$ cat config.mk
export PLATFORM = sky130hd
export DESIGN_NAME = double_ended_queue
export DESIGN_NICKNAME = d
export VERILOG_FILES = /design/src/deq_pkg.sv /design/src/double_ended_queue.sv /design/src/deq_store.sv /design/src/deq_seq.sv
export VERILOG_INCLUDE_DIRS = /design/src /design/src/src
export SDC_FILE = /design/constraint.sdc
export NUM_CORES = 1
export LEC_CHECK = 0
export ABC_CLOCK_PERIOD_IN_PS = 5400
export BUFFER_PORTS_ARGS = -buffer_cell sky130_fd_sc_hd__clkbuf_2
export CAP_MARGIN = 20
export CORE_UTILIZATION = 50
export DETAILED_ROUTE_END_ITERATION = 7
export PLACE_DENSITY_LB_ADDON = 0.15
export SETUP_SLACK_MARGIN = 0.5
export SLEW_MARGIN = 25
export SYNTH_ARGS = -nofsm -noshare
export SYNTH_HDL_FRONTEND = slang
export SYNTH_HIERARCHICAL = 1
export SYNTH_SLANG_ARGS = --single-unit
$ cat constraint.sdc
create_clock -name i_clk -period 5.4 [get_ports i_clk]
set_input_delay 0.54 -clock i_clk [delete_from_list [all_inputs] [get_ports i_clk]]
set_output_delay 0.54 -clock i_clk [all_outputs]
set_load 0.02 [all_outputs]
$ cat src/double_ended_queue_defines.svh
// assertion macros used by the double-ended queue rtl
`ifndef DOUBLE_ENDED_QUEUE_DEFINES_SVH
`define DOUBLE_ENDED_QUEUE_DEFINES_SVH

// same-cycle implication, checked out of reset
`define DEQ_ASSERT_NOW(label, clk, rst_n, ante, cons, msg) \
    label: assert property (@(posedge clk) disable iff (!rst_n) (ante) |-> (cons)) \
        else $error(msg);

// next-cycle implication, checked out of reset
`define DEQ_ASSERT_NEXT(label, clk, rst_n, ante, cons, msg) \
    label: assert property (@(posedge clk) disable iff (!rst_n) (ante) |=> (cons)) \
        else $error(msg);

`endif

$ cat src/deq_pkg.sv
// types and constants of the double-ended queue
package deq_pkg;

    // ring depth, a power of two
    localparam int DEPTH     = 16;
    localparam int WORD_BITS = 32;
    localparam int ADDR_W    = $clog2(DEPTH);
    localparam int CNT_W     = $clog2(DEPTH + 1);

    localparam logic [2:0] MODE_PUSH_FRONT = 3'd0;
    localparam logic [2:0] MODE_PUSH_BACK  = 3'd1;
    localparam logic [2:0] MODE_POP_FRONT  = 3'd2;
    localparam logic [2:0] MODE_POP_BACK   = 3'd3;
    localparam logic [2:0] MODE_SEARCH     = 3'd4;

    localparam logic [1:0] STATUS_DONE  = 2'd0;
    localparam logic [1:0] STATUS_EMPTY = 2'd1;
    localparam logic [1:0] STATUS_FULL  = 2'd2;

    typedef struct packed {
        logic [2:0]           mode;
        logic [WORD_BITS-1:0] value;
    } t_deq_in;

    typedef struct packed {
        logic [WORD_BITS-1:0] popped_word;
        logic                 found;
        logic [1:0]           status;
        logic [4:0]           held_count;
    } t_deq_out;

    // one access of the ring store
    typedef struct packed {
        logic                 we;
        logic [ADDR_W-1:0]    waddr;
        logic [WORD_BITS-1:0] wdata;
        logic                 re;
        logic [ADDR_W-1:0]    raddr;
    } t_mem_cmd;

endpackage

$ cat src/double_ended_queue.sv
// the result strobe is registered from the EXEC state for pushes, unused modes, pops on empty
// and searches of an empty queue; pops pass through POP_WAIT for the registered ring read;
// a search passes through SRD (read) then SCMP (compare) for each entry that it compares.
// busy is high from acceptance until the result strobe cycle, when a new transaction may start.
// results cannot be stalled; synchronous reset empties the queue and sets the search mask r_mask to all
// ones, the ring words are not cleared
module double_ended_queue
    import deq_pkg::*;
(
    input  logic        i_clk,
    input  logic        i_rst_n,
    input  logic        start,
    input  t_deq_in     i_item,
    output logic        busy,
    output logic        o_done,
    output t_deq_out    o_result,
    input  logic        i_cfg_we,
    input  logic [31:0] i_cfg_wdata
);

    t_mem_cmd             mem_cmd;
    logic [WORD_BITS-1:0] mem_rdata;

    deq_seq u_seq (
        .i_clk       (i_clk),
        .i_rst_n     (i_rst_n),
        .i_start     (start),
        .i_item      (i_item),
        .i_cfg_we    (i_cfg_we),
        .i_cfg_wdata (i_cfg_wdata),
        .i_rdata     (mem_rdata),
        .o_cmd       (mem_cmd),
        .o_busy      (busy),
        .o_done      (o_done),
        .o_result    (o_result)
    );

    deq_store u_store (
        .i_clk   (i_clk),
        .i_cmd   (mem_cmd),
        .o_rdata (mem_rdata)
    );

endmodule

$ cat src/deq_store.sv
// ring store of queued words, one write and one registered read per cycle
module deq_store
    import deq_pkg::*;
(
    input  logic                 i_clk,
    input  t_mem_cmd             i_cmd,
    output logic [WORD_BITS-1:0] o_rdata
);

    logic [WORD_BITS-1:0] r_mem [DEPTH];
    logic [WORD_BITS-1:0] r_rdata;

    always_ff @(posedge i_clk) begin
        if (i_cmd.we) begin
            r_mem[i_cmd.waddr] <= i_cmd.wdata;
        end
    end

    always_ff @(posedge i_clk) begin
        if (i_cmd.re) begin
            r_rdata <= r_mem[i_cmd.raddr];
        end
    end

    assign o_rdata = r_rdata;

endmodule

$ cat src/deq_seq.sv
// sequencer: ring pointers, operation steps and the masked search compare
`include "double_ended_queue_defines.svh"

module deq_seq
    import deq_pkg::*;
(
    input  logic                 i_clk,
    input  logic                 i_rst_n,
    input  logic                 i_start,
    input  t_deq_in              i_item,
    input  logic                 i_cfg_we,
    input  logic [31:0]          i_cfg_wdata,
    input  logic [WORD_BITS-1:0] i_rdata,
    output t_mem_cmd             o_cmd,
    output logic                 o_busy,
    output logic                 o_done,
    output t_deq_out             o_result
);

    typedef enum logic [4:0] {
        S_IDLE     = 5'b00001,
        S_EXEC     = 5'b00010,
        S_POP_WAIT = 5'b00100,
        S_SRD      = 5'b01000,
        S_SCMP     = 5'b10000
    } t_state;

    t_state               r_state, n_state;
    logic [2:0]           r_mode, n_mode;
    logic [WORD_BITS-1:0] r_value, n_value;
    logic [ADDR_W-1:0]    r_head, n_head;
    logic [CNT_W-1:0]     r_count, n_count;
    logic [ADDR_W-1:0]    r_idx, n_idx;
    logic [31:0]          r_mask, n_mask;
    logic                 r_done, n_done;
    t_deq_out             r_result, n_result;

    logic                 full, empty, match, last;
    logic [ADDR_W-1:0]    tail_pos;

    assign full     = (r_count == CNT_W'(DEPTH));
    assign empty    = (r_count == '0);
    assign tail_pos = r_head + r_count[ADDR_W-1:0];
    assign match    = (((i_rdata ^ r_value) & r_mask[WORD_BITS-1:0]) == '0);
    assign last     = ((CNT_W'(r_idx) + CNT_W'(1)) == r_count);

    always_comb begin
        n_state  = r_state;
        n_mode   = r_mode;
        n_value  = r_value;
        n_head   = r_head;
        n_count  = r_count;
        n_idx    = r_idx;
        n_mask   = r_mask;
        n_done   = 1'b0;
        n_result = r_result;
        o_cmd    = '0;

        if (i_cfg_we) begin
            n_mask = i_cfg_wdata;
        end

        n_result.popped_word = '0;
        n_result.found       = 1'b0;
        n_result.status      = STATUS_DONE;
        n_result.held_count  = 5'(r_count);

        unique case (r_state)
            S_IDLE: begin
                if (i_start) begin
                    n_mode  = i_item.mode;
                    n_value = i_item.value;
                    n_state = S_EXEC;
                end
            end
            S_EXEC: begin
                unique case (r_mode)
                    MODE_PUSH_FRONT: begin
                        n_state = S_IDLE;
                        n_done  = 1'b1;
                        if (full) begin
                            n_result.status = STATUS_FULL;
                        end else begin
                            n_head      = r_head - ADDR_W'(1);
                            n_count     = r_count + CNT_W'(1);
                            o_cmd.we    = 1'b1;
                            o_cmd.waddr = r_head - ADDR_W'(1);
                            o_cmd.wdata = r_value;
                            n_result.held_count = 5'(n_count);
                        end
                    end
                    MODE_PUSH_BACK: begin
                        n_state = S_IDLE;
                        n_done  = 1'b1;
                        if (full) begin
                            n_result.status = STATUS_FULL;
                        end else begin
                            n_count     = r_count + CNT_W'(1);
                            o_cmd.we    = 1'b1;
                            o_cmd.waddr = tail_pos;
                            o_cmd.wdata = r_value;
                            n_result.held_count = 5'(n_count);
                        end
                    end
                    MODE_POP_FRONT: begin
                        if (empty) begin
                            n_state         = S_IDLE;
                            n_done          = 1'b1;
                            n_result.status = STATUS_EMPTY;
                        end else begin
                            o_cmd.re    = 1'b1;
                            o_cmd.raddr = r_head;
                            n_head      = r_head + ADDR_W'(1);
                            n_count     = r_count - CNT_W'(1);
                            n_state     = S_POP_WAIT;
                        end
                    end
                    MODE_POP_BACK: begin
                        if (empty) begin
                            n_state         = S_IDLE;
                            n_done          = 1'b1;
                            n_result.status = STATUS_EMPTY;
                        end else begin
                            o_cmd.re    = 1'b1;
                            o_cmd.raddr = tail_pos - ADDR_W'(1);
                            n_count     = r_count - CNT_W'(1);
                            n_state     = S_POP_WAIT;
                        end
                    end
                    MODE_SEARCH: begin
                        n_idx = '0;
                        if (empty) begin
                            n_state = S_IDLE;
                            n_done  = 1'b1;
                        end else begin
                            n_state = S_SRD;
                        end
                    end
                    default: begin
                        // unused modes leave the queue alone
                        n_state = S_IDLE;
                        n_done  = 1'b1;
                    end
                endcase
            end
            S_POP_WAIT: begin
                n_state              = S_IDLE;
                n_done               = 1'b1;
                n_result.popped_word = i_rdata;
            end
            S_SRD: begin
                o_cmd.re    = 1'b1;
                o_cmd.raddr = r_head + r_idx;
                n_state     = S_SCMP;
            end
            S_SCMP: begin
                if (match || last) begin
                    n_state        = S_IDLE;
                    n_done         = 1'b1;
                    n_result.found = match;
                end else begin
                    n_idx   = r_idx + ADDR_W'(1);
                    n_state = S_SRD;
                end
            end
            default: begin
                n_state = S_IDLE;
            end
        endcase
    end

    always_ff @(posedge i_clk) begin
        if (!i_rst_n) begin
            r_state <= S_IDLE;
            r_head  <= '0;
            r_count <= '0;
            r_idx   <= '0;
            r_mask  <= '1;
            r_done  <= 1'b0;
        end else begin
            r_state <= n_state;
            r_head  <= n_head;
            r_count <= n_count;
            r_idx   <= n_idx;
            r_mask  <= n_mask;
            r_done  <= n_done;
        end
    end

    always_ff @(posedge i_clk) begin
        r_mode   <= n_mode;
        r_value  <= n_value;
        r_result <= n_result;
    end

    assign o_busy   = (r_state != S_IDLE);
    assign o_done   = r_done;
    assign o_result = r_result;

    `DEQ_ASSERT_NOW(a_count_bound, i_clk, i_rst_n, 1'b1, r_count <= CNT_W'(DEPTH), "count above depth")
    `DEQ_ASSERT_NOW(a_done_idle, i_clk, i_rst_n, r_done, r_state == S_IDLE, "result while busy")
    `DEQ_ASSERT_NEXT(a_accept_exec, i_clk, i_rst_n, r_state == S_IDLE && i_start, r_state == S_EXEC, "accepted transaction not executed")
    `DEQ_ASSERT_NEXT(a_push_grows, i_clk, i_rst_n, r_state == S_EXEC && !full && (r_mode == MODE_PUSH_FRONT || r_mode == MODE_PUSH_BACK), r_count == $past(r_count) + CNT_W'(1) && r_done, "push did not grow queue")
    `DEQ_ASSERT_NEXT(a_scan_step, i_clk, i_rst_n, r_state == S_SCMP, r_done || r_state == S_SRD, "search step lost")

endmodule
# After elaboration in Yosys (flattened, before gate mapping)
# Memories as Yosys holds them, arrays and structs flattened. A register that Yosys moved wholly into a read port is not among the register bits.
# Cells that the tools add are included.
totals:
  regBits: 126
  mem_bits_rw: 512
  out_inout_bits: 42
  elab_cells: 91
  mem_count: 1
classes:
  addsub: 9
  n_eq_ne: 18
  n_mux: 34
  bitwise: 2
  n_reduce_logical: 15
mem_list:
  columns: ["memory", "depth", "word_bits", "rd", "rd_clocked_by_memory_dff", "write_ports", "line_no", "source"]
  rows:
  - ["u_store.r_mem", 16, 32, 1, 1, 1, "deq_store.sv:10", "logic [WORD_BITS-1:0] r_mem [DEPTH];"]
op_table:
  columns: ["operator", "count"]
  rows:
  - ["37-bit 2-to-1 mux", 3]
  - ["37-bit case mux with 2 select lines", 1]
  - ["5-bit 2-to-1 mux", 7]
  - ["32-bit bitwise AND", 1]
  - ["32-bit logical NOT", 1]
  - ["32-bit XOR", 1]
  - ["5-bit case mux with 2 select lines", 3]
  - ["4-bit 2-to-1 mux", 6]
  - ["4-bit case mux with 2 select lines", 3]
  - ["5-bit case mux with 4 select lines", 1]
  - ["2-bit != test (second input constant)", 6]
  - ["5-bit equality test (second input constant)", 2]
  - ["4-bit by 1-bit adder with 4-bit output (second input constant)", 2]
  - ["4-bit adder", 2]
  - ["4-bit by 1-bit subtractor with 4-bit output (second input constant)", 2]
  - ["3-bit by 2-bit equality test with 1-bit output (second input constant)", 2]
  - ["1-bit 2-to-1 mux", 6]
  - ["3-bit AND reduction", 2]
  - ["2-bit nonzero test", 3]
  - ["4-bit by 1-bit adder with 5-bit output (second input constant)", 1]
  - ["5-bit by 1-bit adder with 5-bit output (second input constant)", 1]
  - ["5-bit by 1-bit equality test with 1-bit output (second input constant)", 1]
  - ["5-bit by 2-bit equality test with 1-bit output (second input constant)", 1]
  - ["5-bit by 3-bit equality test with 1-bit output (second input constant)", 1]
  - ["other kinds (17)", 19]

# Depth between registers and ports, before layout
depth:
  depth_word: 6
  ltp_mapped: 14

# Cells and area by module
# The synthesis kept the hierarchy.
by_module_without_submodules:
  columns: ["module", "instances", "cells_per_inst", "area_per_inst_um2", "seq_area_each_um2"]
  rows:
  - ["deq_store", 1, 838, 20155.6, 16335.7]
  - ["deq_seq", 1, 534, 5585.4, 2872.8]

# Worst setup path after synthesis
# OpenSTA, ideal clock, no wires.
synth_path:
  path_type: "register -> register"
  start: "reg u_seq.r_head[1]"
  end: "mem u_store.r_mem[0][0], enable pin"
  setup_time_ns: 0.461
  t_arrival_ns: 4.300
  slack_ns: 0.639
  path_stages_with_launch: 10
  period_less_slack_ns: 4.761
  cell_sequence: "dfxtp_1 -> ha_1 -> a21o_1 -> a21oi_1 -> xnor2_1 -> a21oi_1 -> xor2_1 -> nor2_1 -> or3b_2 -> nor3_1"
synth_lines:
  columns: ["element", "line_no", "source"]
  rows:
  - ["start, declared", "deq_seq.sv:31", "logic [ADDR_W-1:0] r_head, n_head;"]
  - ["start signal, assigned", "deq_seq.sv:182", "r_head <= n_head;"]
  - ["end, declared", "deq_store.sv:10", null]

==> metrics list <==
- Final worst path period share: 0.756
- In the final layout, the share of cells above drive strength 1 is 0.266.
- The initial antenna violation count came to 2.
- Share of the synthesized area in the top cell type: 0.675
- After clock tree synthesis, the clock-pin slew on the worst setup and hold paths is roughly 0.060 ns.
- STA classifies the critical path startpoint as a register.
- In this run, CTS created clock tree buffers numbering 70.
- The floorplan has 82 rows.
- Iter 0 DRT Violations: 1,433
* Util after Layout: 0.590
- Cell chosen for the clock root: clkbuf_16
* Global-route wire length before repair: 92,900 um
* Arrival @ worst endpoint: around 4.4 ns
- The via count of the first global-routing pass was 13,940.
- Fill cells in the final layout number 3,760.
- Global-route usage over all layers: 0.249
- The congestion estimate from routability-driven global placement came to 0.794.
* Worst reg-to-reg path cell count: 8
* Final Non-Filler Cells: 2,252
- Synth Net Count: between 1,000 and 1,500
* Worst min-delay path startpoint: i_item[19]
- Class of the most critical setup path: reg -> reg
- Worst path cell trace: or3_4, or2_1, nor3_4, nand2_1, a211oi_1, nand3_1, nor2_4, buf_12
* Number of enable-type register cells in the synthesized netlist: 579
* Die width: 229 um
- For the final routed database, the setup TNS stands at 0 ns.
* Final Net Count: roughly 1,600
* Slew Limit Fails: 0
- Counting flops with an async set or reset pin after synthesis yields a share of 0.
* Number of instances in the placed design: around 2,100
- Main synth FF type: edfxtp_1
- The worst register-to-register path begins at u_seq/r_state[4].
- Maximum vdd ir drop: 0.233 mV
- Total number of H-tree levels: 3
- Most numerous cell in the Yosys netlist: edfxtp_1
- TritonCTS built the clock tree.
* Number of hold-repair buffers added at the cts stage: 0
* Critical path buffers and inverters: 1
- Synthesized cell area: 25,700 um2
* Run status: finished, final reports clean
* Number of detailed-routing iterations run before antenna repair: 5
- For this run, design rule violations remaining after detail routing come to 0.
* Global route total overflow: 0
- Worst-case hold path end point: u_seq/r_value[19]
* Slack of the worst reg-to-reg path: roughly 1.3 ns
* Kind of cell adding the most delay to the critical path: simple AND/OR/NAND/NOR gates
* Detailed Place HPWL: 35,900 um
* Skew-Pair Late Insertion Delay: 0.61 ns
- Cell count along the critical path: 8
- Crit Reg-Reg Endpoint: u_store/r_mem[13][2]
- On the critical path, the stage with the largest delay is an instance of nor2_4.
- Longest individual stage delay on the worst path: slightly below 0.8 ns
- Data required time of the worst path: 5.70 ns
- In this run the remaining antenna-violating nets after routing total 0.
- Detail-routed via count per cell: approximately 6
- The worst setup path is captured at a register.
* Seq cells post-synth: 670
- Average wire per standard cell: 28.2 um
- Max-cap violations in this run came to 0.
* Fmax: 0.245 GHz
- Clock Skew: 0.0190 ns
- For the pin with the worst max-slew slack, the measured transition is 1.05 ns.
- Min-Delay Path Depth: 1
- Counting instances in the post-synthesis netlist gives the leading cell types as 579 x edfxtp_1, 128 x mux4_2, 91 x dfxtp_1.
* RSZ-0062 raised after global routing: no
- Counting every instance in the synthesized netlist gives 1,372.
- Once the clock tree was built, the resizer swapped 0 gates to a different size.
- Wires add up to 63,600 um.
- For this design the top-level I/O count stands at 113.
* Area of the die: 52,400 um2
- For this configuration, the core starts out at a cell density of 0.510.
* Count of final hold-check violations: 0
* Layout overhead on the synthesized area: 15.7%
- Ranked by total cell area, the synthesized netlist is headed by edfxtp_1 68%, mux4_2 11%, dfxtp_1 7.1%, a22oi_1 2.3%, xor2_1 1.3%.
- Dominant cell type by area after synthesis: edfxtp_1
* Die Y: between 200 and 250 um
- The worst path in the final design needs a cycle of 4.08 ns, including I/O delays and setup.
- Final-report setup violation count: 0
* Setup repair bufs after CTS: 0
- Beginning of the critical path: u_seq/r_state[4]
* Leakage power total: roughly 11 nW
* Max clock buf depth: 3
- The design draws 10.8 mW.
- For this run, the number of Yosys warnings is 6.
- Core Area: a little over 50,000 um2
* Number of clock sinks seen by CTS: between 600 and 700
- Biggest fanout along the worst timing path: 17
- The tightest min-delay check is of the in -> reg type.
* Sequential element share of the synthesized area: 0.746
- Largest net degree at the start of global routing: 65
* Average footprint of a synthesized cell: 18.8 um2
- The final route contains ~14,000 vias.
- Count of cell types in the netlist: 54
- In this run the tool buffered the top-level ports with roughly 110 buffer cells.
- Measured against its own limit, the worst slew margin works out to 0.302.
- Dividing total power by cell area gives a power density of about 360 nW/um2.
- The repair_antennas step left the layout with diodes totalling 0.
-- area by class of cell --
| cell class | instances | area (um2) | share of cell area |
|---|---|---|---|
| well taps | 672 | 841 | 0.0282 |
| inverters | 11 | 41.3 | 0.00139 |
| clock inverters | 32 | 430 | 0.0144 |
| clock buffers | 97 | 1950 | 0.0654 |
| repair buffers | 152 | 968 | 0.0325 |
| multi-input cells | 618 | 6350 | 0.213 |
| flip-flops and latches | 670 | 19200 | 0.645 |
-- cells in the final DEF, fill, tap and decap left out, drive strengths merged, types with 4 or more instances in the layout --
master and n:
a211oi 4, a21oi 16, a22oi 80, and2 38
and3 36, buf 40, bufinv 10, clkbuf 209
clkinv 18, dfxtp 91, edfxtp 579, ha 12
inv 15, mux2i 33, mux4 128, nand2 83
nand2b 4, nand3 10, nand3b 4, nand4 9
nor2 43, nor2b 5, nor3 6, nor4 4
o21ai 14, or3 5, xnor2 15, xor2 38
-- flip-flops by register name, indices dropped and copies added, names as in the netlist --
name	flops
u_seq/o_done	1
u_seq/r_mask	32
u_seq/r_count	5
u_seq/r_value	32
u_seq/r_idx	4
u_store/r_mem	512
u_seq/r_head	4
u_seq/r_mode	3
u_store/o_rdata	32
u_seq/r_state	5
u_seq/o_result	40
-- routing by layer --
| metal | routed length (um) | global-route usage | part of all wire |
|---|---|---|---|
| met1 | 26600 | 0.348 | 0.42 |
| met2 | 30200 | 0.392 | 0.48 |
| met3 | 4680 | 0.0501 | 0.074 |
| met4 | 2020 | 0.0869 | 0.032 |
| met5 | 0 | 0 | 0 |
-- worst register-to-register path: cells and delay by family, from the launching register on --
| kind | cells | cell delay (ns) |
|---|---|---|
| DFF | 1 | 0.36 |
| AOI/OAI and AO/OA | 1 | 0.41 |
| buffers and inverters | 1 | 0.29 |
| and+or+nand+nor | 6 | 2.72 |
-- cell families after synthesis --
logic type / share of synthesized area
AO/OA/AOI/OAI: 0.0371
XOR/XNOR: 0.0189
adder cells (fa/ha/maj): 0.00739
buffers and inverters: 0.0146
flip-flops: 0.746
multiplexers: 0.125
AND/OR/NAND/NOR: 0.0509
-- power by group --
| group | leakage [nW] | switching [mW] | internal, mW |
|---|---|---|---|
| clock network | 1.17 | 1.96 | 3.01 |
| registers | 7.28 | 0.0375 | 5.60 |
| logic | 3.01 | 0.119 | 0.0640 |
| total | 11.5 | 2.11 | 8.68 |
-- how the worst max path moves through the flow --
stage                     slack, ns                   end
after CTS                      1.37  u_store/r_mem[3][18]
after floorplan                0.64   u_store/r_mem[0][0]
after global routing           1.14  u_store/r_mem[13][2]
after detailed placement       1.38  u_store/r_mem[3][24]
after global placement         1.40    u_store/o_rdata[8]
final                          1.32  u_store/r_mem[13][2]
-- stage by stage --
step,hold WS [ns],setup WS [ns],area [um2]
6_report,0.109,1.32,29800
5_1_grt,0.0820,1.14,29800
4_1_cts,0.0782,1.37,29800
3_5_place_dp,0.463,1.38,27400
3_3_place_gp,0.454,1.40,27400
2_1_floorplan,0.442,0.639,25700
Note: power is estimated with default switching activity, not from simulation.
